===== src/hw/rtl/adl_pkg.sv =====
// Adler-32 checksum unit: shared constants, the lane-to-merge item type and
// the modulo-65521 fold function. No dependencies.
package adl_pkg;

    localparam int DATA_W          = 32;
    localparam int COUNT_W         = 3;
    localparam int HALF_W          = 16;
    localparam int BYTES_PER_ITEM_DEF = 4;
    localparam int BYTES_PER_ITEM_MAX = 16;

    // Lane sums, sized for the largest item (16 bytes)
    localparam int LANE_CNT_W = 5;   // holds 0..16
    localparam int BSUM_W     = 12;  // 16 * 255 = 4080
    localparam int WTERM_W    = 12;  // 255 * 16 = 4080
    localparam int WSUM_W     = 16;  // 255 * 136 = 34680
    localparam int FOLD_W     = 21;  // 65535 * 17 + 34680 < 2**21

    localparam logic [HALF_W:0] ADLER_MOD = 17'd65521;
    // 2**16 mod 65521
    localparam logic [HALF_W:0] FOLD_MUL  = 17'd15;

    // One item after the lane stage
    typedef struct packed {
        logic [BSUM_W-1:0]     byte_sum;
        logic [WSUM_W-1:0]     weight_sum;
        logic [LANE_CNT_W-1:0] cnt;
        logic                  restart;
        logic [DATA_W-1:0]     seed;
    } adl_lane_item_t;

    // Reduce x modulo 65521: fold the bits above 16 with 2**16 = 15 (mod 65521),
    // the folded value stays below twice the modulus.
    function automatic logic [HALF_W-1:0] adl_fold(input logic [FOLD_W-1:0] x);
        logic [HALF_W:0] t;
        t = {1'b0, x[HALF_W-1:0]} + HALF_W'(0) + 17'(x[FOLD_W-1:HALF_W]) * FOLD_MUL;
        if (t >= ADLER_MOD)
        begin
            t = t - ADLER_MOD;
        end
        return t[HALF_W-1:0];
    endfunction

endpackage


===== src/hw/rtl/adl_if.sv =====
// Adler-32 checksum unit: valid/ready channel interfaces for input items
// and checksum results. Depends on adl_pkg.
interface adl_in_if;
    import adl_pkg::*;

    logic                 valid;
    logic                 ready;
    logic [DATA_W-1:0]    data_word;
    logic [COUNT_W-1:0]   byte_count;
    logic                 restart;
    logic [DATA_W-1:0]    seed;

    modport source (output valid, output data_word, output byte_count,
                    output restart, output seed, input ready);
    modport sink   (input valid, input data_word, input byte_count,
                    input restart, input seed, output ready);
endinterface

interface adl_out_if;
    import adl_pkg::*;

    logic                 valid;
    logic                 ready;
    logic [DATA_W-1:0]    checksum;

    modport source (output valid, output checksum, input ready);
    modport sink   (input valid, input checksum, output ready);
endinterface


===== src/hw/rtl/adl_lane.sv =====
// Adler-32 checksum unit: one byte lane. Gives the byte's contribution to
// sum one and its weighted contribution to sum two. Depends on adl_pkg.
module adl_lane #(
    parameter int IDX = 0
) (
    input  logic [7:0]                     lane_byte,
    input  logic [adl_pkg::LANE_CNT_W-1:0] cnt,
    output logic [7:0]                     byte_term,
    output logic [adl_pkg::WTERM_W-1:0]    weight_term
);
    import adl_pkg::*;

    logic                  active;
    logic [LANE_CNT_W-1:0] weight;

    // Drop bytes beyond the count; a byte at position i enters sum two (cnt - i) times
    assign active      = LANE_CNT_W'(IDX) < cnt;
    assign weight      = cnt - LANE_CNT_W'(IDX);
    assign byte_term   = active ? lane_byte : 8'd0;
    assign weight_term = WTERM_W'(13'(byte_term) * 13'(weight));

endmodule


===== src/hw/rtl/adl_merge.sv =====
// Adler-32 checksum unit: merge stage. Holds the running sums, folds in one item's
// lane sums per unstalled cycle, registers the checksum. Depends on adl_pkg, adl_if.
module adl_merge (
    input  logic                    clk,
    input  logic                    rst_n,
    input  logic                    s1_valid,
    input  adl_pkg::adl_lane_item_t s1_item,
    output logic                    s1_take,
    adl_out_if.source               result
);
    import adl_pkg::*;

    logic [HALF_W-1:0] sum_one_reg, sum_one_next;
    logic [HALF_W-1:0] sum_two_reg, sum_two_next;
    logic              out_valid_reg;
    logic [DATA_W-1:0] checksum_reg;

    logic [HALF_W-1:0] a0;
    logic [HALF_W-1:0] b0;
    logic [FOLD_W-1:0] a_full;
    logic [FOLD_W-1:0] n_times_a;
    logic [FOLD_W-1:0] b_full;

    // Advance when the result register is empty or being drained
    assign s1_take = s1_valid && (!out_valid_reg || result.ready);

    // Start from the seed on restart, else from the running sums
    assign a0 = s1_item.restart ? s1_item.seed[HALF_W-1:0] : sum_one_reg;
    assign b0 = s1_item.restart ? s1_item.seed[DATA_W-1:HALF_W] : sum_two_reg;

    // sum_two gains cnt copies of the starting sum_one plus the weighted bytes
    assign a_full    = FOLD_W'(a0) + FOLD_W'(s1_item.byte_sum);
    assign n_times_a = FOLD_W'(s1_item.cnt) * FOLD_W'(a0);
    assign b_full    = FOLD_W'(b0) + n_times_a + FOLD_W'(s1_item.weight_sum);

    assign sum_one_next = adl_fold(a_full);
    assign sum_two_next = adl_fold(b_full);

    // Hold state and control
    always_ff @(posedge clk or negedge rst_n)
    begin
        if (!rst_n)
        begin
            sum_one_reg   <= 16'd1;
            sum_two_reg   <= 16'd0;
            out_valid_reg <= 1'b0;
        end
        else
        begin
            if (s1_take)
            begin
                sum_one_reg   <= sum_one_next;
                sum_two_reg   <= sum_two_next;
                out_valid_reg <= 1'b1;
            end
            else if (result.ready)
            begin
                out_valid_reg <= 1'b0;
            end
        end
    end

    // Capture the checksum with the state update
    always_ff @(posedge clk)
    begin
        if (s1_take)
        begin
            checksum_reg <= {sum_two_next, sum_one_next};
        end
    end

    assign result.valid    = out_valid_reg;
    assign result.checksum = checksum_reg;

`ifndef SYNTHESIS
    a_sum_one_range: assert property (@(posedge clk) disable iff (!rst_n)
        17'(sum_one_reg) < ADLER_MOD)
        else $error("sum one out of range");

    a_sum_two_range: assert property (@(posedge clk) disable iff (!rst_n)
        17'(sum_two_reg) < ADLER_MOD)
        else $error("sum two out of range");

    a_result_matches_state: assert property (@(posedge clk) disable iff (!rst_n)
        out_valid_reg |-> checksum_reg == {sum_two_reg, sum_one_reg})
        else $error("result register disagrees with running sums");

    a_take_fills_result: assert property (@(posedge clk) disable iff (!rst_n)
        s1_take |=> out_valid_reg)
        else $error("item taken but no result presented");
`endif

endmodule


===== src/hw/rtl/adler32_checksum_unit.sv =====
// Adler-32 checksum unit: top level. Byte lanes, lane-stage register and
// the merge stage. Depends on adl_pkg, adl_if, adl_lane, adl_merge.
//
// Running Adler-32 over a byte stream, one item per clock cycle sustained
// while the result channel is ready. Each item carries up to BYTES_PER_ITEM
// bytes (first byte in bits 7:0) and returns the checksum after its bytes,
// sum two in bits 31:16 and sum one in bits 15:0. Restart loads the seed (1
// for a fresh checksum) before the item's bytes. Counts above BYTES_PER_ITEM
// saturate; a count of zero adds nothing but still reduces the sums. An
// accepted item passes through the byte lanes, which form the plain and
// weighted byte sums held in the lane-stage register, and then the merge
// stage, whose modulo-65521 update of the running sums registers the checksum
// and sets the one-item-per-cycle rate. A new item is taken while a finished
// result waits, as long as the lane stage has room.
module adler32_checksum_unit #(
    parameter int BYTES_PER_ITEM = adl_pkg::BYTES_PER_ITEM_DEF
) (
    input  logic      clk,
    input  logic      rst_n,
    adl_in_if.sink    data_in,
    adl_out_if.source result
);
    import adl_pkg::*;

    localparam int LANES = BYTES_PER_ITEM;

    logic [LANE_CNT_W-1:0] cnt;
    logic [7:0]            byte_terms   [LANES];
    logic [WTERM_W-1:0]    weight_terms [LANES];
    logic [BSUM_W-1:0]     byte_sum;
    logic [WSUM_W-1:0]     weight_sum;

    logic                  s1_valid_reg;
    adl_lane_item_t        s1_item_reg;
    logic                  s1_take;
    logic                  accept;

    // Saturate the count at the lane count
    assign cnt = (LANE_CNT_W'(data_in.byte_count) > LANE_CNT_W'(LANES))
               ? LANE_CNT_W'(LANES) : LANE_CNT_W'(data_in.byte_count);

    // Byte lanes; positions past the data word read as zero
    for (genvar i = 0; i < LANES; i++)
    begin : g_lane
        logic [7:0] lane_byte;
        if (i < DATA_W / 8)
        begin : g_data
            assign lane_byte = data_in.data_word[8*i +: 8];
        end
        else
        begin : g_zero
            assign lane_byte = 8'd0;
        end

        adl_lane #(
            .IDX (i)
        ) u_lane (
            .lane_byte   (lane_byte),
            .cnt         (cnt),
            .byte_term   (byte_terms[i]),
            .weight_term (weight_terms[i])
        );
    end

    // Add up the lane terms
    always_comb
    begin
        byte_sum   = '0;
        weight_sum = '0;
        for (int i = 0; i < LANES; i++)
        begin
            byte_sum   = byte_sum + BSUM_W'(byte_terms[i]);
            weight_sum = weight_sum + WSUM_W'(weight_terms[i]);
        end
    end

    // Lane stage takes an item when empty or when the merge stage drains it
    assign data_in.ready = !s1_valid_reg || s1_take;
    assign accept        = data_in.valid && data_in.ready;

    always_ff @(posedge clk or negedge rst_n)
    begin
        if (!rst_n)
        begin
            s1_valid_reg <= 1'b0;
        end
        else if (accept)
        begin
            s1_valid_reg <= 1'b1;
        end
        else if (s1_take)
        begin
            s1_valid_reg <= 1'b0;
        end
    end

    always_ff @(posedge clk)
    begin
        if (accept)
        begin
            s1_item_reg.byte_sum   <= byte_sum;
            s1_item_reg.weight_sum <= weight_sum;
            s1_item_reg.cnt        <= cnt;
            s1_item_reg.restart    <= data_in.restart;
            s1_item_reg.seed       <= data_in.seed;
        end
    end

    adl_merge u_merge (
        .clk      (clk),
        .rst_n    (rst_n),
        .s1_valid (s1_valid_reg),
        .s1_item  (s1_item_reg),
        .s1_take  (s1_take),
        .result   (result)
    );

`ifndef SYNTHESIS
    a_empty_stage_ready: assert property (@(posedge clk) disable iff (!rst_n)
        !s1_valid_reg |-> data_in.ready)
        else $error("lane stage empty but input stalled");
`endif

endmodule

===== src/flat_wrapper.sv =====
// flat-port wrapper written by rule: the top's interface ports become plain ports
module adler32_checksum_unit_flat import adl_pkg::*;
#(
    parameter int BYTES_PER_ITEM = adl_pkg::BYTES_PER_ITEM_DEF
)
  (clk, rst_n, data_in_valid, data_in_data_word, data_in_byte_count, data_in_restart, data_in_seed, data_in_ready, result_valid, result_checksum, result_ready);
  adl_in_if data_in_i ();
  adl_out_if result_i ();
  input  logic clk;
  input  logic rst_n;
  input wire logic [$bits(data_in_i.valid)-1:0] data_in_valid;
  input wire logic [$bits(data_in_i.data_word)-1:0] data_in_data_word;
  input wire logic [$bits(data_in_i.byte_count)-1:0] data_in_byte_count;
  input wire logic [$bits(data_in_i.restart)-1:0] data_in_restart;
  input wire logic [$bits(data_in_i.seed)-1:0] data_in_seed;
  output wire logic [$bits(data_in_i.ready)-1:0] data_in_ready;
  output wire logic [$bits(result_i.valid)-1:0] result_valid;
  output wire logic [$bits(result_i.checksum)-1:0] result_checksum;
  input wire logic [$bits(result_i.ready)-1:0] result_ready;
  assign data_in_i.valid = data_in_valid;
  assign data_in_i.data_word = data_in_data_word;
  assign data_in_i.byte_count = data_in_byte_count;
  assign data_in_i.restart = data_in_restart;
  assign data_in_i.seed = data_in_seed;
  assign data_in_ready = data_in_i.ready;
  assign result_valid = result_i.valid;
  assign result_checksum = result_i.checksum;
  assign result_i.ready = result_ready;
  adler32_checksum_unit #(.BYTES_PER_ITEM(BYTES_PER_ITEM)) u_core (.clk(clk), .rst_n(rst_n), .data_in(data_in_i), .result(result_i));
endmodule

===== config.mk =====
export PLATFORM = sky130hd
export DESIGN_NAME = adler32_checksum_unit_flat
export DESIGN_NICKNAME = d
export VERILOG_FILES = /design/src/hw/rtl/adl_pkg.sv /design/src/hw/rtl/adl_if.sv /design/src/hw/rtl/adl_lane.sv /design/src/hw/rtl/adl_merge.sv /design/src/hw/rtl/adler32_checksum_unit.sv /design/src/flat_wrapper.sv
export SDC_FILE = /design/constraint.sdc
export NUM_CORES = 1
export LEC_CHECK = 0
export ABC_AREA = 1
export BUFFER_PORTS_ARGS = -buffer_cell sky130_fd_sc_hd__buf_2
export CAP_MARGIN = 20
export CORE_AREA = 2 2 181 183
export DETAILED_ROUTE_END_ITERATION = 16
export DIE_AREA = 0 0 183 185
export GPL_ROUTABILITY_DRIVEN = 0
export PLACE_DENSITY_LB_ADDON = 0.25
export SLEW_MARGIN = 20
export SYNTH_ARGS = -nofsm -noshare
export SYNTH_HDL_FRONTEND = slang
export SYNTH_SLANG_ARGS = --single-unit

===== constraint.sdc =====
create_clock -name clk -period 12.1 [get_ports clk]
set_input_delay 0.605 -clock clk [delete_from_list [all_inputs] [get_ports clk]]
set_output_delay 0.605 -clock clk [all_outputs]
set_load 0.01 [all_outputs]

==> results of run 1 <==
==> logic make-up after synthesis <==
family	synth area share (%)
fa+ha+maj	32.0
other cells	0.0474
buf+inv	11.1
simple gates	22.2
compound gates	6.16
xor+xnor	5.52
flops	22.8
mux	0.0632
==> routing by layer <==
layer | vias to the layer above | global-route usage [%] | wire length (µm)
met5 | - | 0 | 0
met4 | 0 | 7.74 | 1230
met3 | 65 | 2.83 | 1840
met2 | 364 | 39.7 | 17700
met1 | 6085 | 30.3 | 16700
li1 | 6432 | - | -
==> through the flow <==
| step | cells | utilization [%] |
|---|---|---|
| final | 2555 | 54.7 |
| after global routing | 2555 | 54.7 |
| after CTS | 2555 | 54.7 |
| after detailed placement | 2523 | 52.8 |
| after global placement | 2523 | 52.8 |
| after floorplan | 2032 | - |
==> cells in the final DEF, fill, tap and decap left out, types with 9 or more instances in the layout <==
master and count:
a21oi_1 85, buf_2 105, clkbuf_16 18, conb_1 40, dfrtp_1 33, edfxtp_1 92
fa_1 134, ha_1 191, inv_1 419, nand2_1 445, nand2_2 33, nand3_1 86
nand3b_1 9, nand4_1 15, nor2_1 167, nor3_1 12, o21ai_0 46, o21bai_1 19
or2_2 12, xnor2_1 40, xor2_1 58
==> path summary, 6_finish.rpt <==
check,endpoint,slack (ps),start
worst min-delay path,u_core.u_merge.sum_two_reg[12]$_DFFE_PN0P_,260,rst_n
min in group clk,u_core.s1_item_reg[1]$_DFFE_PP_,340,data_in_seed[1]
worst max-delay path,u_core.u_merge.result.checksum[17]$_DFFE_PP_,2110,u_core.s1_item_reg[32]$_DFFE_PP_
worst max register to register,u_core.u_merge.result.checksum[17]$_DFFE_PP_,2110,u_core.s1_item_reg[32]$_DFFE_PP_
worst min register to register,u_core.u_merge.sum_two_reg[9]$_DFFE_PN0P_,480,u_core.u_merge.sum_two_reg[9]$_DFFE_PN0P_
max in group asynchronous,u_core.s1_valid_reg$_DFFE_PN0P_,11320,rst_n
==> synthesized netlist by cell type, drive strengths merged <==
| library cell | count |
|---|---|
| clkbuf | 16 |
| ha | 191 |
| nand2 | 484 |
| nand3 | 92 |
| conb | 2 |
| or3b | 1 |
| mux2i | 1 |
| and2 | 2 |
| inv | 428 |
| buf | 12 |
| a21o | 5 |
| dfrtp | 33 |
| o21a | 1 |
| dfstp | 1 |
| edfxtp | 92 |
| and3 | 1 |
| xor2 | 59 |
| a21oi | 87 |
| or2 | 13 |
| nand3b | 9 |
| nor2 | 179 |
| fa | 134 |
| o21ai | 54 |
| nor3 | 13 |
| xnor2 | 40 |
| o21bai | 19 |
| nand4 | 15 |
| o31ai | 5 |
| a31oi | 3 |
| nor4 | 2 |
==> final cells by class <==
type,count,share of cell area (%)
well taps,408,2.91
flip-flops and latches,126,20.6
clock buffers,18,2.57
clock inverters,14,0.935
repair buffers,111,3.26
multi-input cells,1450,60.5
inverters,428,9.18
==> out/metrics.csv, run 1 <==
stage,metric,value,unit
run_status,outcome,"finished, final reports clean",
clock_tree,cts.reportedPaths.clkPinSlew,70,ps
sta,achievable-frequency,0.100,GHz
setup_path,cp_num_cells,44,
layout,fill_cells,2958,
clock_tree,cts_made_buffers,17,
global_routing,grt_start_max_net_pins,61,
clock_tree,cts_root_buffer,clkbuf_16,
route,vias,12946,
clock_tree,post-cts-setup-buffers,0,
placement,place_area,0.0169,mm²
setup_path,cp.buffers_inverters,7,
clock_tree,htree_levels,4,
clock_tree,cts_tree,done,
setup_path,worstPathArrival,10180,ps
layout,seq_area,0.00361,mm²
sta,maxSlewViolCount,0,
placement,dp_hpwl,31.2,mm
global_routing,grt_pass1_vias,12624,
setup_path,worstPathRequired,12290,ps
sta,worst_slew_pin_slew,1060,ps
sta,rsz0062_at_grt,false,
route,drt-initial-drc-count,813,
setup_path,endpoint_kind,flip-flop,
setup_path,slowest_delay,970,ps
floorplan,ios,106,
route,routed_wl,37.4,mm
setup_path,crit_fanout,30,
sta,slew_headroom,29.1,%
route,wl_per_cell,14.6,µm
clock_tree,cts.repair.resized,0,
floorplan,start_util,49.4,%
floorplan,rows,66,
clock_tree,clkLatencyLatePin,440,ps
synth,synth_area,0.0158,mm²
layout,multiInputGateArea,0.0106,mm²
layout,final_area,0.0175,mm²
global_routing,antenna_found_initial,0,
sta,fin_tns_setup,0,ps
clock_tree,clk_path_buf_depth,2,
floorplan,die_area,0.0339,mm²
synth,yosysTopAreaCellShare,17.4,%
flow_run,drv_cap,0,
synth,syn_inst,1994,
clock_tree,clock-sinks,126,
layout,area_growth,10.6,%
clock_tree,cts_hold_buf,0,
hold_path,hold_path_class,input port to async pin,
sta,fin_skew,9.70,ps
placement,portBuffers,105,
setup_path,crit_family,adder cells,
layout,drive_gt1_share,10.8,%
floorplan,die_x,183,µm
synth,yosys_register_bits,126,
synth,yosys.area.top_type,edfxtp_1,
route,drtPass1Iterations,5,
sta,fin_ws,2110,ps
layout,largest_register_ffs,60,
global_routing,track_usage,23.1,%
setup_path,r2r_cells,44,
synth,yosysWarnings,0,
layout,diodes,0,
route,drt.antenna.violating_nets,0,
placement,dp_slack,2160,ps
route,via_per_inst,5.07,
floorplan,die_h,185,µm
global_routing,grt_pass1_wl,62.1,mm
setup_path,crit_top_cell,nand2_1,
floorplan,core,0.0320,mm²
global_routing,grt_overflow,0,
synth,syn_avg_cell_area,7.94,µm²
synth,synthDistinctLibCells,48,
setup_path,start_kind,flip-flop,
sta,setup_violations,0,
setup_path,cp_slowest_cell,edfxtp_1,
route,drc,0,
sta,fin_crit,9990,ps
sta,fin_crit_sh,82.6,%
synth,seq_area_frac_synth,22.8,%
layout,layout.nets,2531,
sta,holdWs,264,ps
setup_path,crit_type,flip-flop to flip-flop,
sta,hold_viol,0,
synth,synth_area_leaders,"edfxtp_1, fa_1, ha_1",
Power of run 1 is left out: the tool's default activity adds up to more than one toggle a clock period on the data nets, which glitch-free logic cannot reach.
==> run 2: changes to the inputs <==
==> constraint.sdc (replaced) <==
create_clock -name clk -period 9 [get_ports clk]
set_input_delay 0.45 -clock clk [delete_from_list [all_inputs] [get_ports clk]]
set_output_delay 0.45 -clock clk [all_outputs]
set_load 0.01 [all_outputs]
==> out/metrics.csv, run 2 (synthesis results as in run 1) <==
stage,metric,value,unit,change
clock_tree,clk_path_buf_depth,2,,unchanged
global_routing,grt_pass1_vias,12683,,"was 12,624"
floorplan,die_h,185,µm,unchanged
layout,layout_commonest_cell,nand2_1,,unchanged
floorplan,die_x,183,µm,unchanged
sta,hold_viol,0,,unchanged
setup_path,rrSetupSlack,420,ps,was 2110 ps
setup_path,cp_slowest_cell,fa_1,,was edfxtp_1
layout,diodes,0,,unchanged
placement,dp_hpwl,31.2,mm,about the same
route,drtPass1Iterations,7,,was 5
hold_path,hold_path_class,input port to async pin,,unchanged
sta,achievable-frequency,0.117,GHz,was 0.100 GHz
floorplan,die_area,0.0339,mm²,unchanged
sta,maxSlewViolCount,0,,unchanged
floorplan,ios,106,,unchanged
sta,slew_headroom,32.2,%,was 29.1%
route,drt-initial-drc-count,812,,was 813
global_routing,grt_pass1_wl,61.3,mm,was 62.1 mm
placement,portBuffers,105,,unchanged
route,wl_per_cell,14.7,µm,was 14.6 µm
floorplan,core,0.0320,mm²,unchanged
layout,fill_cells,2957,,"was 2,958"
run_status,outcome,"finished, final reports clean",,unchanged
sta,setup_violations,0,,unchanged
route,via_per_inst,5.01,,was 5.07
setup_path,cp.buffers_inverters,8,,was 7
route,drc,0,,unchanged
layout,final_area,0.0182,mm²,was 0.0175 mm²
setup_path,worstPathRequired,9180,ps,"was 12,290 ps"
placement,place_area,0.0171,mm²,was 0.0169 mm²
route,routed_wl,38.1,mm,was 37.4 mm
setup_path,slowest_delay,530,ps,was 970 ps
setup_path,start_kind,flip-flop,,unchanged
setup_path,reg2reg_to,u_core.u_merge.result.checksum[17]$_DFFE_PP_,,unchanged
layout,area_growth,14.6,%,was 10.6%
clock_tree,cts_made_buffers,17,,unchanged
setup_path,endpoint_kind,flip-flop,,unchanged
sta,worst_slew_pin_slew,1020,ps,was 1060 ps
setup_path,crit_family,adder cells,,unchanged
sta,fin_skew,9.03,ps,was 9.70 ps
clock_tree,cts_root_buffer,clkbuf_16,,unchanged
setup_path,crit_fanout,15,,was 30
setup_path,worstPathArrival,8760,ps,"was 10,180 ps"
clock_tree,htree_levels,4,,unchanged
clock_tree,cts.reportedPaths.clkPinSlew,60,ps,was 70 ps
layout,multiInputGateArea,0.0109,mm²,was 0.0106 mm²
layout,mostFrequentLayoutCells,"nand2_1, inv_1, ha_1",,unchanged
clock_tree,cts_tree,done,,unchanged
setup_path,r2r_cells,45,,was 44
global_routing,grt_start_max_net_pins,61,,unchanged
floorplan,start_util,49.4,%,unchanged
route,drt.antenna.violating_nets,0,,unchanged
route,vias,13033,,"was 12,946"
sta,fin_crit,8580,ps,was 9990 ps
clock_tree,clkLatencyLatePin,430,ps,was 440 ps
setup_path,reg2reg_from,u_core.s1_item_reg[32]$_DFFE_PP_,,unchanged
floorplan,rows,66,,unchanged
global_routing,antenna_found_initial,0,,unchanged
flow_run,drv_cap,0,,unchanged
global_routing,track_usage,22.8,%,was 23.1%
setup_path,crit_top_cell,inv_1,,was nand2_1
setup_path,crit_type,flip-flop to flip-flop,,unchanged
layout,seq_area,0.00361,mm²,unchanged
sta,holdWs,127,ps,was 264 ps
layout,layout.nets,2577,,"was 2,531"
layout,drive_gt1_share,14.8,%,was 10.8%
sta,fin_crit_sh,95.3,%,was 82.6%
clock_tree,clock-sinks,126,,unchanged
global_routing,grt_overflow,0,,unchanged
layout,largest_register_ffs,60,,unchanged
run 2: worst reg2reg max path, delay by kind of cell (launching register included):
kind | cells | cell delay, ps
xor gates and xnor gates | 2 | 370
and+or+nand+nor | 21 | 2470
DFF | 1 | 400
AOI/OAI and AO/OA | 5 | 780
adders and majority gates | 9 | 3650
buffers and inverters | 8 | 630
run 2: through the flow:
stage	util, %	setup TNS (ps)	worst slack, ps	instances
floorplan	-	0	392	2032
global placement	53.4	0	184	2549
detailed placement	53.4	0	58.7	2549
CTS	55.2	0	6.46	2581
global route	56.7	-1830	-146	2601
finish	56.7	0	421	2601
run 2: cell type report:
class / count / share of cell area, %
sequential: 126 / 19.9
clock buffer: 17 / 2.34
tap: 408 / 2.81
inverter: 428 / 8.86
timing repair buffer: 155 / 5.00
multi-input combinational: 1452 / 60.2
clock inverter: 15 / 0.875
run 2: per-layer routing:
layer  wire (µm)  global-route usage [%]  up-vias
li1            -                       -     6510
met1       16900                    29.8     6102
met2       18300                    39.6      361
met3        1770                    2.75       60
met4        1110                    7.52        0
met5           0                       0        -
run 2: worst max-delay path by stage:
stage	from	endpoint	slack, ps	cells after the start
2_1_floorplan	u_core.s1_item_reg[32]$_DFFE_PP_	u_core.u_merge.result.checksum[17]$_DFFE_PP_	390	47
3_3_place_gp	u_core.s1_item_reg[32]$_DFFE_PP_	u_core.u_merge.result.checksum[17]$_DFFE_PP_	180	44
3_5_place_dp	u_core.s1_item_reg[32]$_DFFE_PP_	u_core.u_merge.result.checksum[17]$_DFFE_PP_	60	45
4_1_cts	u_core.s1_item_reg[32]$_DFFE_PP_	u_core.u_merge.result.checksum[17]$_DFFE_PP_	6	46
5_1_grt	u_core.s1_item_reg[32]$_DFFE_PP_	u_core.u_merge.result.checksum[17]$_DFFE_PP_	-150	48
6_report	u_core.s1_item_reg[32]$_DFFE_PP_	u_core.u_merge.result.checksum[17]$_DFFE_PP_	420	45
run 2: timing repair:
item / CTS / global route
setup endpoints to repair: 0 / 32
buffers inserted: 0 / 18
gates resized for setup: 0 / 66
hold buffers: 0 / 0
Power of run 2 is left out for the same reason.
==> run 3: changes to the inputs <==
--- a/config.mk
+++ b/config.mk
@@ -9,6 +9,7 @@
 export BUFFER_PORTS_ARGS = -buffer_cell sky130_fd_sc_hd__buf_2
 export CAP_MARGIN = 20
 export CORE_AREA = 2 2 181 183
+export CTS_BUF_LIST = sky130_fd_sc_hd__clkbuf_2 sky130_fd_sc_hd__clkbuf_4 sky130_fd_sc_hd__clkbuf_8
 export DETAILED_ROUTE_END_ITERATION = 16
 export DIE_AREA = 0 0 183 185
 export GPL_ROUTABILITY_DRIVEN = 0
==> out/metrics.csv, run 3 (synthesis results as in run 1) <==
stage,metric,value,unit,change
setup_path,endpoint_kind,flip-flop,,unchanged
clock_tree,cts_tree,done,,unchanged
setup_path,worstPathArrival,8820,ps,was 8760 ps
layout,area_growth,13.5,%,was 14.6%
floorplan,die_area,0.0339,mm²,unchanged
global_routing,grt_overflow,0,,unchanged
route,drc,0,,unchanged
global_routing,grt_pass1_wl,60.9,mm,was 61.3 mm
setup_path,crit_fanout,7,,was 15
setup_path,crit_type,flip-flop to flip-flop,,unchanged
sta,holdWs,98.3,ps,was 127 ps
setup_path,crit_top_cell,nand2_1,,was inv_1
clock_tree,clkLatencyLatePin,470,ps,was 430 ps
route,drt-initial-drc-count,817,,was 812
route,routed_wl,37.8,mm,was 38.1 mm
sta,setup_violations,0,,unchanged
floorplan,core,0.0320,mm²,unchanged
sta,fin_crit_sh,95.6,%,was 95.3%
clock_tree,cts.reportedPaths.clkPinSlew,80,ps,was 60 ps
sta,worst_slew_pin_slew,1020,ps,about the same
floorplan,ios,106,,unchanged
layout,final_area,0.0180,mm²,was 0.0182 mm²
floorplan,die_x,183,µm,unchanged
setup_path,start_kind,flip-flop,,unchanged
floorplan,rows,66,,unchanged
route,vias,12967,,"was 13,033"
layout,drive_gt1_share,15.0,%,was 14.8%
floorplan,die_h,185,µm,unchanged
floorplan,start_util,49.4,%,unchanged
setup_path,cp_slowest_cell,fa_1,,unchanged
sta,fin_tns_setup,0,ps,unchanged
clock_tree,cts_root_buffer,clkbuf_8,,was clkbuf_16
clock_tree,htree_levels,4,,unchanged
sta,hold_viol,0,,unchanged
layout,mostFrequentLayoutCells,"nand2_1, inv_1, ha_1",,unchanged
placement,portBuffers,105,,unchanged
setup_path,slowest_delay,550,ps,was 530 ps
global_routing,grt_start_max_net_pins,61,,unchanged
clock_tree,cts_made_buffers,17,,unchanged
run_status,outcome,"finished, final reports clean",,unchanged
placement,dp_hpwl,31.2,mm,unchanged
global_routing,track_usage,22.6,%,was 22.8%
sta,achievable-frequency,0.116,GHz,was 0.117 GHz
layout,largest_register_ffs,60,,unchanged
route,drt.antenna.violating_nets,0,,unchanged
sta,slew_headroom,32.2,%,about the same
global_routing,antenna_found_initial,0,,unchanged
setup_path,worstPathRequired,9220,ps,was 9180 ps
sta,fin_skew,15.0,ps,was 9.03 ps
sta,fin_crit,8600,ps,was 8580 ps
layout,fin_util,56.1,%,was 56.7%
sta,maxSlewViolCount,0,,unchanged
flow_run,drv_cap,0,,unchanged
route,drtPass1Iterations,7,,unchanged
global_routing,grt_pass1_vias,12604,,"was 12,683"
setup_path,timing.critical_path.from,u_core.s1_item_reg[32]$_DFFE_PP_,,unchanged
clock_tree,clock-sinks,126,,unchanged
layout,layout_commonest_cell,nand2_1,,unchanged
layout,layout.nets,2580,,"was 2,577"
clock_tree,clk_path_buf_depth,2,,unchanged
route,via_per_inst,4.98,,was 5.01
route,wl_per_cell,14.5,µm,was 14.7 µm
setup_path,reg2reg_from,u_core.s1_item_reg[32]$_DFFE_PP_,,unchanged
placement,place_area,0.0171,mm²,unchanged
hold_path,hold_path_class,input port to async pin,,unchanged
layout,diodes,0,,unchanged
[run 3: changes by cell type in the layout (fill, tap and decap cells not counted)]
cell        delta
inv_2          +1
a21oi_4        -2
buf_8          +1
o21ai_1        +5
clkinvlp_4     +1
a21oi_2        +2
buf_4          +1
clkbuf_16     -17
inv_1          -1
clkbuf_8      +17
o21ai_0        -6
o21ai_2        +1
[run 3: timing repair]
item                                    CTS  global route
setup buffers                             0            20
hold endpoints to repair                  0             0
endpoints found under the setup margin    0            32
hold buffers                              0             0
resized for setup                         0            74
[run 3: cell type report]
type / count / area [µm²]
clock inverters: 15 / 159
flip-flops and latches: 126 / 3610
fillers: 2979 / 14100
repair inverters: 1 / 7.51
clock buffers: 17 / 234
multi-input cells: 1452 / 10900
well taps: 408 / 510
repair buffers: 157 / 931
inverters: 428 / 1610
[run 3: stage by stage]
stage | std cells | worst slack (ps)
after global placement | 2549 | 184
after floorplan | 2032 | 392
after detailed placement | 2549 | 58.7
after global routing | 2604 | -148
after CTS | 2581 | 26.2
final | 2604 | 397
[run 3: path summary, 6_finish.rpt]
path	endpoint	slack (ps)	cells after the start
worst max-delay path	u_core.u_merge.result.checksum[17]$_DFFE_PP_	400	43
worst min-delay path	u_core.u_merge.sum_two_reg[7]$_DFFE_PN0P_	100	1
worst max register to register	u_core.u_merge.result.checksum[17]$_DFFE_PP_	400	43
worst min register to register	u_core.u_merge.sum_two_reg[8]$_DFFE_PN0P_	490	2
max in group asynchronous	u_core.u_merge.sum_one_reg[1]$_DFFE_PN0P_	8340	1
min in group clk	u_core.s1_item_reg[3]$_DFFE_PP_	160	1
[run 3: worst max-delay path: cells and delay by family, from the launching register on]
family | cells | cell delay (ps)
fa+ha+maj | 9 | 3650
simple gates | 21 | 2550
buf+inv | 8 | 790
compound gates | 3 | 490
xor+xnor | 2 | 440
flops | 1 | 410
[run 3: layer usage]
| metal | GRT usage, % | vias to the layer above | part of all wire [%] |
|---|---|---|---|
| li1 | - | 6510 | - |
| met1 | 30.0 | 6079 | 45 |
| met2 | 39.5 | 330 | 48 |
| met3 | 2.48 | 48 | 4.6 |
| met4 | 6.08 | 0 | 2.2 |
| met5 | 0 | - | 0 |
Power of run 3 is left out for the same reason.
